$ cat src/rtl/i2p_pkg.sv
`timescale 1ns / 1ps
// i2p_pkg: shared constants, types and decode functions of the infix to postfix converter
// no dependencies; used by i2p_cell, i2p_stack and infix_to_postfix_converter
package i2p_pkg;

   localparam int STACK_DEPTH = 32;
   localparam int CNT_W       = $clog2(STACK_DEPTH + 1);
   localparam int CODE_W      = 3;

   // ascii characters
   localparam logic [7:0] CH_HASH  = 8'h23;
   localparam logic [7:0] CH_OPEN  = 8'h28;
   localparam logic [7:0] CH_CLOSE = 8'h29;
   localparam logic [7:0] CH_STAR  = 8'h2A;
   localparam logic [7:0] CH_PLUS  = 8'h2B;
   localparam logic [7:0] CH_MINUS = 8'h2D;
   localparam logic [7:0] CH_DOT   = 8'h2E;
   localparam logic [7:0] CH_SLASH = 8'h2F;
   localparam logic [7:0] CH_ZERO  = 8'h30;
   localparam logic [7:0] CH_NINE  = 8'h39;

   // stacked operator codes
   localparam logic [CODE_W-1:0] OP_OPEN = 3'd0;
   localparam logic [CODE_W-1:0] OP_ADD  = 3'd1;
   localparam logic [CODE_W-1:0] OP_SUB  = 3'd2;
   localparam logic [CODE_W-1:0] OP_MUL  = 3'd3;
   localparam logic [CODE_W-1:0] OP_DIV  = 3'd4;

   // error codes
   localparam logic [1:0] ERR_NONE      = 2'd0;
   localparam logic [1:0] ERR_FULL      = 2'd1;
   localparam logic [1:0] ERR_UNMATCHED = 2'd2;

   typedef struct packed {
      logic              push;
      logic              pop;
      logic [CODE_W-1:0] code;
   } stk_cmd_type;

   typedef struct packed {
      logic              empty;
      logic              full;
      logic [CODE_W-1:0] top;
   } stk_stat_type;

   function automatic logic is_digit(input logic [7:0] c);
      return (c >= CH_ZERO) && (c <= CH_NINE);
   endfunction

   function automatic logic is_operator(input logic [7:0] c);
      return (c == CH_PLUS) || (c == CH_MINUS) || (c == CH_STAR) || (c == CH_SLASH);
   endfunction

   function automatic logic [CODE_W-1:0] op_code(input logic [7:0] c);
      logic [CODE_W-1:0] r;
      unique case (c)
         CH_PLUS:  r = OP_ADD;
         CH_MINUS: r = OP_SUB;
         CH_STAR:  r = OP_MUL;
         CH_SLASH: r = OP_DIV;
         default:  r = OP_OPEN;
      endcase
      return r;
   endfunction

   function automatic logic [1:0] code_prec(input logic [CODE_W-1:0] c);
      logic [1:0] r;
      unique case (c)
         OP_ADD, OP_SUB: r = 2'd2;
         OP_MUL, OP_DIV: r = 2'd3;
         default:        r = 2'd1;
      endcase
      return r;
   endfunction

   function automatic logic [7:0] code_char(input logic [CODE_W-1:0] c);
      logic [7:0] r;
      unique case (c)
         OP_ADD:  r = CH_PLUS;
         OP_SUB:  r = CH_MINUS;
         OP_MUL:  r = CH_STAR;
         OP_DIV:  r = CH_SLASH;
         default: r = CH_OPEN;
      endcase
      return r;
   endfunction

endpackage

$ cat src/rtl/i2p_cell.sv
`timescale 1ns / 1ps
// i2p_cell: one entry of the shifting operator stack
// depends on i2p_pkg
module i2p_cell (
   input  logic                        clock,
   input  i2p_pkg::stk_cmd_type        cmd,
   input  logic [i2p_pkg::CODE_W-1:0]  upper_code,
   input  logic [i2p_pkg::CODE_W-1:0]  lower_code,
   output logic [i2p_pkg::CODE_W-1:0]  code
);
   import i2p_pkg::*;

   logic [CODE_W-1:0] code_ff;

   // push moves every entry one place down, pop one place up
   always_ff @(posedge clock) begin
      if (cmd.push) begin
         code_ff <= upper_code;
      end else if (cmd.pop) begin
         code_ff <= lower_code;
      end
   end

   assign code = code_ff;

endmodule

$ cat src/rtl/i2p_stack.sv
`timescale 1ns / 1ps
// i2p_stack: operator stack built as a row of i2p_cell entries, top in cell 0
// depends on i2p_pkg and i2p_cell
module i2p_stack (
   input  logic                  clock,
   input  logic                  reset,
   input  i2p_pkg::stk_cmd_type  cmd,
   output i2p_pkg::stk_stat_type stat
);
   import i2p_pkg::*;

   logic [CODE_W-1:0] code_w [STACK_DEPTH];
   logic [CNT_W-1:0]  count_ff;
   logic [CNT_W-1:0]  count_in;

   for (genvar i = 0; i < STACK_DEPTH; i++) begin : g_cell
      logic [CODE_W-1:0] upper_w;
      logic [CODE_W-1:0] lower_w;
      if (i == 0) begin : g_first
         assign upper_w = cmd.code;
      end else begin : g_mid_up
         assign upper_w = code_w[i-1];
      end
      if (i == STACK_DEPTH - 1) begin : g_last
         assign lower_w = code_w[i];
      end else begin : g_mid_down
         assign lower_w = code_w[i+1];
      end
      i2p_cell u_cell (
         .clock      (clock),
         .cmd        (cmd),
         .upper_code (upper_w),
         .lower_code (lower_w),
         .code       (code_w[i])
      );
   end

   always_comb begin
      count_in = count_ff;
      if (cmd.push) begin
         count_in = count_ff + CNT_W'(1);
      end else if (cmd.pop) begin
         count_in = count_ff - CNT_W'(1);
      end
   end

   always_ff @(posedge clock) begin
      if (reset) begin
         count_ff <= '0;
      end else begin
         count_ff <= count_in;
      end
   end

   assign stat.empty = (count_ff == '0);
   assign stat.full  = (count_ff == CNT_W'(STACK_DEPTH));
   assign stat.top   = code_w[0];

   ap_no_push_full: assert property (@(posedge clock) disable iff (reset)
      cmd.push |-> !stat.full)
      else $error("push into a full stack");

   ap_no_pop_empty: assert property (@(posedge clock) disable iff (reset)
      cmd.pop |-> !stat.empty)
      else $error("pop from an empty stack");

   ap_count_range: assert property (@(posedge clock) disable iff (reset)
      count_ff <= CNT_W'(STACK_DEPTH))
      else $error("stack count beyond depth");

endmodule

$ cat src/rtl/infix_to_postfix_converter.sv
`timescale 1ns / 1ps
// infix_to_postfix_converter: shunting-yard sequencer around a shifting operator stack
// a digit, point or unary minus result passes through the hold slot, then the output register
// a new input beat is taken only back in S_IDLE; an operator or ')' adds a step per operator
// popped, and end of expression one per stacked entry flushed; a stalled output holds the sequencer
// reset: synchronous, active high; empties the stack and restarts at the start of an expression
// depends on i2p_pkg and i2p_stack
module infix_to_postfix_converter (
   input  logic        clock,
   input  logic        reset,
   // input beats
   input  logic        req_tvalid,
   output logic        req_tready,
   input  logic [15:0] req_tdata,   // [7:0] ch, [15:8] next_ch
   input  logic        req_tlast,   // end_of_expr
   // result beats
   output logic        rsp_tvalid,
   input  logic        rsp_tready,
   output logic [15:0] rsp_tdata,   // [7:0] symbol, [8] space_after, [10:9] error, rest zero
   output logic        rsp_tlast    // last result of the input beat
);
   import i2p_pkg::*;

   // sequencer states
   localparam logic [2:0] S_IDLE     = 3'd0;
   localparam logic [2:0] S_DISPATCH = 3'd1;
   localparam logic [2:0] S_OPLOOP   = 3'd2;
   localparam logic [2:0] S_CLOSE    = 3'd3;
   localparam logic [2:0] S_FLUSH    = 3'd4;
   localparam logic [2:0] S_FINISH   = 3'd5;

   logic [2:0]   state_ff, state_in;
   logic [7:0]   ch_ff, nx_ff;
   logic         eoe_ff;
   logic [1:0]   err_ff, err_in;
   logic [7:0]   prev_ff, prev_in;
   logic         at_start_ff, at_start_in;

   // hold slot: keeps the newest result until we know whether it is the last one
   logic         hold_valid_ff, hold_valid_in;
   logic [7:0]   hold_sym_ff;
   logic         hold_space_ff;
   logic [1:0]   hold_err_ff;

   // output register
   logic         rsp_valid_ff, rsp_valid_in;
   logic [7:0]   rsp_sym_ff;
   logic         rsp_space_ff;
   logic [1:0]   rsp_err_ff;
   logic         rsp_last_ff;

   logic         req_accept;
   logic         out_free;
   logic         adv;
   logic         move_out;
   logic         emit;
   logic [7:0]   emit_sym;
   logic         emit_space;
   logic [1:0]   emit_err;
   logic         finish;

   stk_cmd_type  cmd;
   stk_stat_type stat;

   i2p_stack u_stack (
      .clock (clock),
      .reset (reset),
      .cmd   (cmd),
      .stat  (stat)
   );

   assign req_tready = (state_ff == S_IDLE);
   assign req_accept = req_tvalid && req_tready;
   assign out_free   = !rsp_valid_ff || rsp_tready;
   // the sequencer only steps when a new result has somewhere to go
   assign adv        = !hold_valid_ff || out_free;
   assign move_out   = hold_valid_ff && (emit || finish);

   always_comb begin
      state_in    = state_ff;
      err_in      = err_ff;
      prev_in     = prev_ff;
      at_start_in = at_start_ff;
      emit        = 1'b0;
      emit_sym    = '0;
      emit_space  = 1'b0;
      emit_err    = ERR_NONE;
      finish      = 1'b0;
      cmd         = '0;
      unique case (state_ff)
         S_IDLE: begin
            if (req_accept) begin
               state_in = S_DISPATCH;
            end
         end
         S_DISPATCH: begin
            if (adv) begin
               state_in = S_FLUSH;
               if (at_start_ff && ch_ff == CH_MINUS) begin
                  // leading unary minus
                  emit     = 1'b1;
                  emit_sym = CH_HASH;
               end else if (is_digit(ch_ff) && !is_digit(nx_ff) && nx_ff != CH_DOT) begin
                  // last digit of a number
                  emit       = 1'b1;
                  emit_sym   = ch_ff;
                  emit_space = 1'b1;
               end else if ((is_digit(ch_ff) && (is_digit(nx_ff) || nx_ff == CH_DOT))
                            || ch_ff == CH_DOT) begin
                  emit     = 1'b1;
                  emit_sym = ch_ff;
               end else if (prev_ff == CH_OPEN && ch_ff == CH_MINUS) begin
                  // unary minus right after an open parenthesis
                  emit     = 1'b1;
                  emit_sym = CH_HASH;
               end else if (is_operator(ch_ff) && prev_ff != CH_OPEN) begin
                  state_in = S_OPLOOP;
               end else if (ch_ff == CH_OPEN) begin
                  if (stat.full) begin
                     err_in = ERR_FULL;
                  end else begin
                     cmd.push = 1'b1;
                     cmd.code = OP_OPEN;
                  end
               end else if (ch_ff == CH_CLOSE) begin
                  state_in = S_CLOSE;
               end
            end
         end
         S_OPLOOP: begin
            if (adv) begin
               if (!stat.empty && code_prec(stat.top) >= code_prec(op_code(ch_ff))) begin
                  cmd.pop    = 1'b1;
                  emit       = 1'b1;
                  emit_sym   = code_char(stat.top);
                  emit_space = 1'b1;
               end else begin
                  if (stat.full) begin
                     err_in = ERR_FULL;
                  end else begin
                     cmd.push = 1'b1;
                     cmd.code = op_code(ch_ff);
                  end
                  state_in = S_FLUSH;
               end
            end
         end
         S_CLOSE: begin
            if (adv) begin
               if (stat.empty) begin
                  err_in   = ERR_UNMATCHED;
                  state_in = S_FLUSH;
               end else if (stat.top == OP_OPEN) begin
                  // matching open parenthesis is dropped silently
                  cmd.pop  = 1'b1;
                  state_in = S_FLUSH;
               end else begin
                  cmd.pop    = 1'b1;
                  emit       = 1'b1;
                  emit_sym   = code_char(stat.top);
                  emit_space = 1'b1;
               end
            end
         end
         S_FLUSH: begin
            if (adv) begin
               if (eoe_ff && !stat.empty) begin
                  // end of expression drains the stack, leftover open included
                  cmd.pop    = 1'b1;
                  emit       = 1'b1;
                  emit_sym   = code_char(stat.top);
                  emit_space = 1'b1;
               end else begin
                  if (eoe_ff) begin
                     prev_in     = '0;
                     at_start_in = 1'b1;
                  end else begin
                     prev_in     = ch_ff;
                     at_start_in = 1'b0;
                  end
                  // error result goes after every symbol of the beat
                  if (err_ff != ERR_NONE) begin
                     emit     = 1'b1;
                     emit_err = err_ff;
                     err_in   = ERR_NONE;
                  end
                  state_in = S_FINISH;
               end
            end
         end
         S_FINISH: begin
            if (adv) begin
               finish   = 1'b1;
               state_in = S_IDLE;
            end
         end
         default: begin
            state_in = S_IDLE;
         end
      endcase
   end

   always_comb begin
      hold_valid_in = hold_valid_ff;
      if (emit) begin
         hold_valid_in = 1'b1;
      end else if (finish) begin
         hold_valid_in = 1'b0;
      end
      rsp_valid_in = rsp_valid_ff;
      if (move_out) begin
         rsp_valid_in = 1'b1;
      end else if (rsp_tready) begin
         rsp_valid_in = 1'b0;
      end
   end

   // control state
   always_ff @(posedge clock) begin
      if (reset) begin
         state_ff      <= S_IDLE;
         err_ff        <= ERR_NONE;
         prev_ff       <= '0;
         at_start_ff   <= 1'b1;
         hold_valid_ff <= 1'b0;
         rsp_valid_ff  <= 1'b0;
      end else begin
         state_ff      <= state_in;
         err_ff        <= err_in;
         prev_ff       <= prev_in;
         at_start_ff   <= at_start_in;
         hold_valid_ff <= hold_valid_in;
         rsp_valid_ff  <= rsp_valid_in;
      end
   end

   // payload registers
   always_ff @(posedge clock) begin
      if (req_accept) begin
         ch_ff  <= req_tdata[7:0];
         nx_ff  <= req_tdata[15:8];
         eoe_ff <= req_tlast;
      end
      if (emit) begin
         hold_sym_ff   <= emit_sym;
         hold_space_ff <= emit_space;
         hold_err_ff   <= emit_err;
      end
      if (move_out) begin
         rsp_sym_ff   <= hold_sym_ff;
         rsp_space_ff <= hold_space_ff;
         rsp_err_ff   <= hold_err_ff;
         rsp_last_ff  <= finish;
      end
   end

   assign rsp_tvalid = rsp_valid_ff;
   assign rsp_tdata  = {5'b0, rsp_err_ff, rsp_space_ff, rsp_sym_ff};
   assign rsp_tlast  = rsp_last_ff;

   ap_idle_hold_empty: assert property (@(posedge clock) disable iff (reset)
      (state_ff == S_IDLE) |-> !hold_valid_ff)
      else $error("result of the previous beat still held while idle");

   ap_error_beat_clean: assert property (@(posedge clock) disable iff (reset)
      (rsp_valid_ff && rsp_err_ff != ERR_NONE) |-> (rsp_sym_ff == '0 && !rsp_space_ff))
      else $error("error result carries a symbol");

   ap_accept_starts: assert property (@(posedge clock) disable iff (reset)
      req_accept |=> (state_ff == S_DISPATCH))
      else $error("accepted beat not dispatched");

endmodule

$ cat config.mk
export PLATFORM = sky130hd
export DESIGN_NAME = infix_to_postfix_converter
export DESIGN_NICKNAME = d
export VERILOG_FILES = /design/src/rtl/i2p_pkg.sv /design/src/rtl/i2p_cell.sv /design/src/rtl/i2p_stack.sv /design/src/rtl/infix_to_postfix_converter.sv
export SDC_FILE = /design/constraint.sdc
export NUM_CORES = 1
export LEC_CHECK = 0
export BUFFER_PORTS_ARGS = -buffer_cell sky130_fd_sc_hd__buf_4
export CAP_MARGIN = 30
export CORE_MARGIN = 8
export CORE_UTILIZATION = 60
export CTS_CLUSTER_SIZE = 16
export DETAILED_ROUTE_END_ITERATION = 7
export PLACE_DENSITY = 0.86
export SYNTH_ARGS = -nofsm -noshare
export SYNTH_HDL_FRONTEND = slang
export SYNTH_HIERARCHICAL = 1
export SYNTH_SLANG_ARGS = --single-unit
$ cat constraint.sdc
create_clock -name clock -period 13.2 [get_ports clock]
set_clock_uncertainty 0.15 [all_clocks]
set_input_delay 0.66 -clock clock [delete_from_list [all_inputs] [get_ports clock]]
set_output_delay 0.66 -clock clock [all_outputs]
set_load 0.01 [all_outputs]
======== Yosys cells after proc, flatten, opt, wreduce, memory -nomap -nowiden ========
Cells that the tools add are included.
storage, ports and cells
  logic and storage cells ................. 308
  output and inout bits ................... 19
  register bits after elaboration ......... 158
  input port bits ......................... 21
cells by class
  eq/ne operators ......................... 42
  reduce and logical (&&, ||, !) cells .... 40
  add/subtract/negate cells ............... 2
  mux-type cells .......................... 166
  magnitude comparators ................... 5
  bitwise logic cells ..................... 4
operators by type and width
  operator              count
  $mux W3               84
  $mux W8               10
  $eq A8 B6 Y1 const B  9
  $mux W2               19
  $mux W1               36
  $pmux W8 S4           1
  $mux W6               5
  $ne A2 B2 Y1 const B  15
  $pmux W3 S4           2
  $eq A3 B2 Y1 const B  6
  $pmux W3 S6           1
  $ge A8 B6 Y1 const B  2
  $le A8 B6 Y1 const B  2
  $ne A8 B6 Y1 const B  2
  $reduce_and A15 Y1    1
  $eq A3 B3 Y1 const B  4
  $logic_and A1 B1 Y1   12
  $eq A3 B1 Y1 const B  3
  $reduce_and A9 Y1     1
  $logic_or A1 B1 Y1    8
  $pmux W1 S4           2
  $pmux W2 S2           2
  $pmux W2 S4           1
  $reduce_bool A2 Y1    4
  other kinds (17)      27

======== Depth between registers and ports, before layout ========
  depth after elaboration ................. 18
  gate-level depth with buffers ........... 15
  gate-level depth less buffers ........... 14

======== Modules after synthesis ========
The synthesis kept the hierarchy.
by module, submodules not included
  module                      area each (µm²)  cells an instance  instances  sequential area each (µm²)
  i2p_cell                    130.1            7                  32         90.1
  infix_to_postfix_converter  2650.0           240                1          1521.5
  i2p_stack                   435.4            50                 1          120.1

======== Worst setup path before layout ========
OpenSTA, ideal clock, no wires.
  path type ............................... register -> register
  start point ............................. reg ch_ff[1]
  end point ............................... reg u_stack.count_ff[4]
  arrival ................................. 8.940 ns
  stages on the path, launching flop included .. 16
  slack ................................... 3.986 ns
  clock period less this slack ............ 9.214 ns
  data required time ...................... 12.926 ns
  buffers on the path ..................... 1
  setup time .............................. 0.124 ns
  cell sequence ........................... edfxtp_1 clkbuf_1 xor2_1 nand4_1 ha_1 nand2b_1 a21oi_1 o21ai_0 a2bb2oi_1 nor2_1 inv_1 fa_1 a21o_1 a21oi_1 nor4_1 a311o_1
RTL lines
  item                      line                               source
  start: declaration        infix_to_postfix_converter.sv:33   logic [7:0] ch_ff, nx_ff;
  start signal: assignment  infix_to_postfix_converter.sv:240  ch_ff <= req_tdata[7:0];
  end signal: assignment    i2p_stack.sv:51                    count_ff <= count_in;
  end: declaration          i2p_stack.sv:13                    logic [CNT_W-1:0] count_ff;

==> results.toml <==
[critical_path]
timing.rr.start = "ch_ff[7]$_DFFE_PP_"
worst_setup_path_start_kind = "register"
crit_fanout = 53
crit_required_ns = 13.41
r2r_slack_ns = 8.70
critical_path_class = "register to register"
reg2reg_to = "u_stack/count_ff[4]$_SDFFE_PP0P_"
startpoint = "ch_ff[7]$_DFFE_PP_"
end_kind = "register"
reg2regPathDepth = 15
cp.arrival_ns = 4.72
critical_path.endpoint = "u_stack/count_ff[4]$_SDFFE_PP0P_"

[global_routing]
grt_overflow = 0
grt_pass1_wl_um = 21000
antenna_found_initial = 0
grt_pass1_vias = 4124
grt_max_degree = 83
grt_use_total_pct = 16.8

[die]
die_h_um = 126
row_count = 40
coreArea_um2 = 11900
io-pin-count = 40
start_util_pct = 60.9
die-area_um2 = 15900
die_width_um = 126

[timing]
maxSlewHeadroom_pct = 36.8
hold_viol = 0
setup_viol = 0
rsz0062_at_grt = "no"
tightest_slew_ns = 0.948
tns_ns = 0
fmax_ghz = 0.222
report.final.slew_viol_count = 0
period_needed_ns = 4.50
finalCritPeriodShare_pct = 34.1

[clocking]
cts_setup_buffers = 0
max-clock-path-buffers = 2
h-tree-depth = 4
clock-root-buffer = "clkbuf_16"
cts_sinks = 158
cts_resized = 0
tritoncts = "done"
clk_latency_ns = 0.42
ctsHoldBuffers = 0
numCtsBuffers = 17
clk_pin_slew_ns = 0.06

[route]
drt-pass1-iter-count = 4
num_vias = 4270
wirelength_um = 13000
drc = 0
vias_per_cell = 5.96
postRouteAntennaNets = 0
drt_iter0_drc = 378
wire_per_inst_um = 18.1

[synthesis]
synth.yosys.seq_area_share_pct = 62.4
yosysWarnings = 6
synth_area_um2 = 7250
yosys-top-cells-area = "edfxtp_1 (56%), mux2_2 (15%), dfxtp_1 (6.1%)"
yosys.area.top_type_share_pct = 56.3
synthFlopType = "edfxtp_1"
ys_ff_latch = 158
async_reset_ff_share_pct = 0
synth_edf_count = 136
syn_avg_cell_area_um2 = 14.1
yosysUniqueCellTypes = 68
synth_top_area_cell = "edfxtp_1"
synthCells = 514

[run_status]
outcome = "finished, final reports clean"

[placement]
dp.final_hpwl_um = 9060
place_congestion = 0.867
io_buffers = 34

[min_path]
min_from = "hold_sym_ff[4]$_DFFE_PP_"
hold_class = "register to register"

[pwr]
ir_drop_v = 0.0000938
total_power_mw = 1.17
p_leak_nw = 2.88
powerDensity_nw_per_um2 = 143

[layout]
synthToLayoutAreaGrowth_pct = 13.3
antenna_cells = 0
nets = 585
layout-drive-gt1-share_pct = 36.5

[flow_run]
drv_cap = 0
## sequential cells by signal, summed over array words and instances, names as in the netlist, 2 cells and up
| signal | flops |
|---|---|
| rsp_err_ff | 2 |
| u_stack/count_ff | 6 |
| hold_sym_ff | 8 |
| state_ff | 3 |
| prev_ff | 8 |
| rsp_sym_ff | 8 |
| nx_ff | 8 |
| u_stack/g_cell.u_cell/code | 96 |
| ch_ff | 8 |
| hold_err_ff | 2 |
| err_ff | 2 |
## layer usage
layer | vias up | wire length [um] | track usage, %
met5 | - | 0 | 0
met4 | 0 | 195 | 6.37
met1 | 2084 | 5720 | 21.5
li1 | 2045 | - | -
met2 | 122 | 6420 | 26.4
met3 | 19 | 664 | 5.15
## synthesized netlist by cell type, types with 3 or more instances
library cell  number
edfxtp_1         136
mux2_2            96
or2_2             34
nor2_1            28
a21oi_1           23
dfxtp_1           22
nand2_1           18
inv_1             12
nor3_1            11
o21ai_0            9
nor3b_1            8
clkbuf_1           7
nand2b_1           7
buf_4              6
ha_1               6
nor2b_1            6
buf_2              5
a21o_1             4
mux2i_1            4
nand3_1            4
or3_1              4
xnor2_1            4
a211oi_1           3
or4_1              3
## cells in the final DEF, fill, tap and decap left out, types with 5 or more instances in the layout
cell type	n
a21oi_1	23
buf_4	37
clkbuf_16	17
clkinvlp_4	5
conb_1	7
dfxtp_1	22
edfxtp_1	136
ha_1	6
inv_1	12
mux2_2	96
nand2_1	18
nand2b_1	7
nor2_1	27
nor2b_1	6
nor3_1	11
nor3b_1	8
o21ai_0	9
or2_2	34
## report_power, final
group / internal, mW / switching (mW) / total (mW)
registers: 0.567 / 0.0276 / 0.595
logic: 0.0474 / 0.0671 / 0.114
clock network: 0.276 / 0.185 / 0.461
total: 0.891 / 0.280 / 1.17
## through the flow
step	hold slack, ns	area (um2)	setup WS, ns	util [%]	cells
final	0.269	8210	8.70	68.9	717
after global placement	0.250	7630	9.02	64.1	684
after detailed placement	0.256	7640	8.78	64.1	685
after global routing	0.242	8210	8.39	68.9	717
after CTS	0.248	8210	8.76	68.9	717
after floorplan	0.250	7270	3.99	-	520
## critical path, stage by stage (launching register included)
cell	delay (ns)
edfxtp_1	0.41
nor3b_1	0.34
nand2_1	0.21
a21o_1	0.20
ha_1	0.27
a21oi_1	0.26
o21ai_0	0.16
a2bb2oi_1	0.21
nor2_4	0.09
buf_4	0.47
inv_1	0.28
fa_1	0.51
a21o_1	0.17
a21oi_1	0.18
nor4bb_1	0.34
a311o_1	0.17
## worst min path at each step
stage                                    to  cells after the start  slack, ns
global placement    rsp_sym_ff[4]$_DFFE_PP_                      0       0.25
global route             ch_ff[1]$_DFFE_PP_                      1       0.24
finish              rsp_sym_ff[4]$_DFFE_PP_                      0       0.27
CTS                      ch_ff[7]$_DFFE_PP_                      1       0.25
detailed placement  rsp_sym_ff[4]$_DFFE_PP_                      0       0.26
floorplan           rsp_err_ff[0]$_DFFE_PP_                      0       0.25
## cells by family after synthesis
| logic type | count (synthesis) | synth area share [%] |
|---|---|---|
| and+or+nand+nor | 144 | 11.8 |
| xor gates and xnor gates | 6 | 0.725 |
| adders and majority gates | 8 | 1.45 |
| buffers and inverters | 31 | 2.00 |
| other | 1 | 0.0517 |
| muxes | 100 | 15.5 |
| AOI/OAI and AO/OA | 66 | 6.13 |
| DFF | 158 | 62.4 |
## layout make-up
class	count	area (um2)
multi-input cells	331	2610
repair buffers	37	278
well taps	147	184
inverters	12	45.0
flip-flops and latches	158	4520
clock inverters	15	146
fillers	821	3700
clock buffers	17	425
Note: power is estimated with default switching activity, not from simulation.
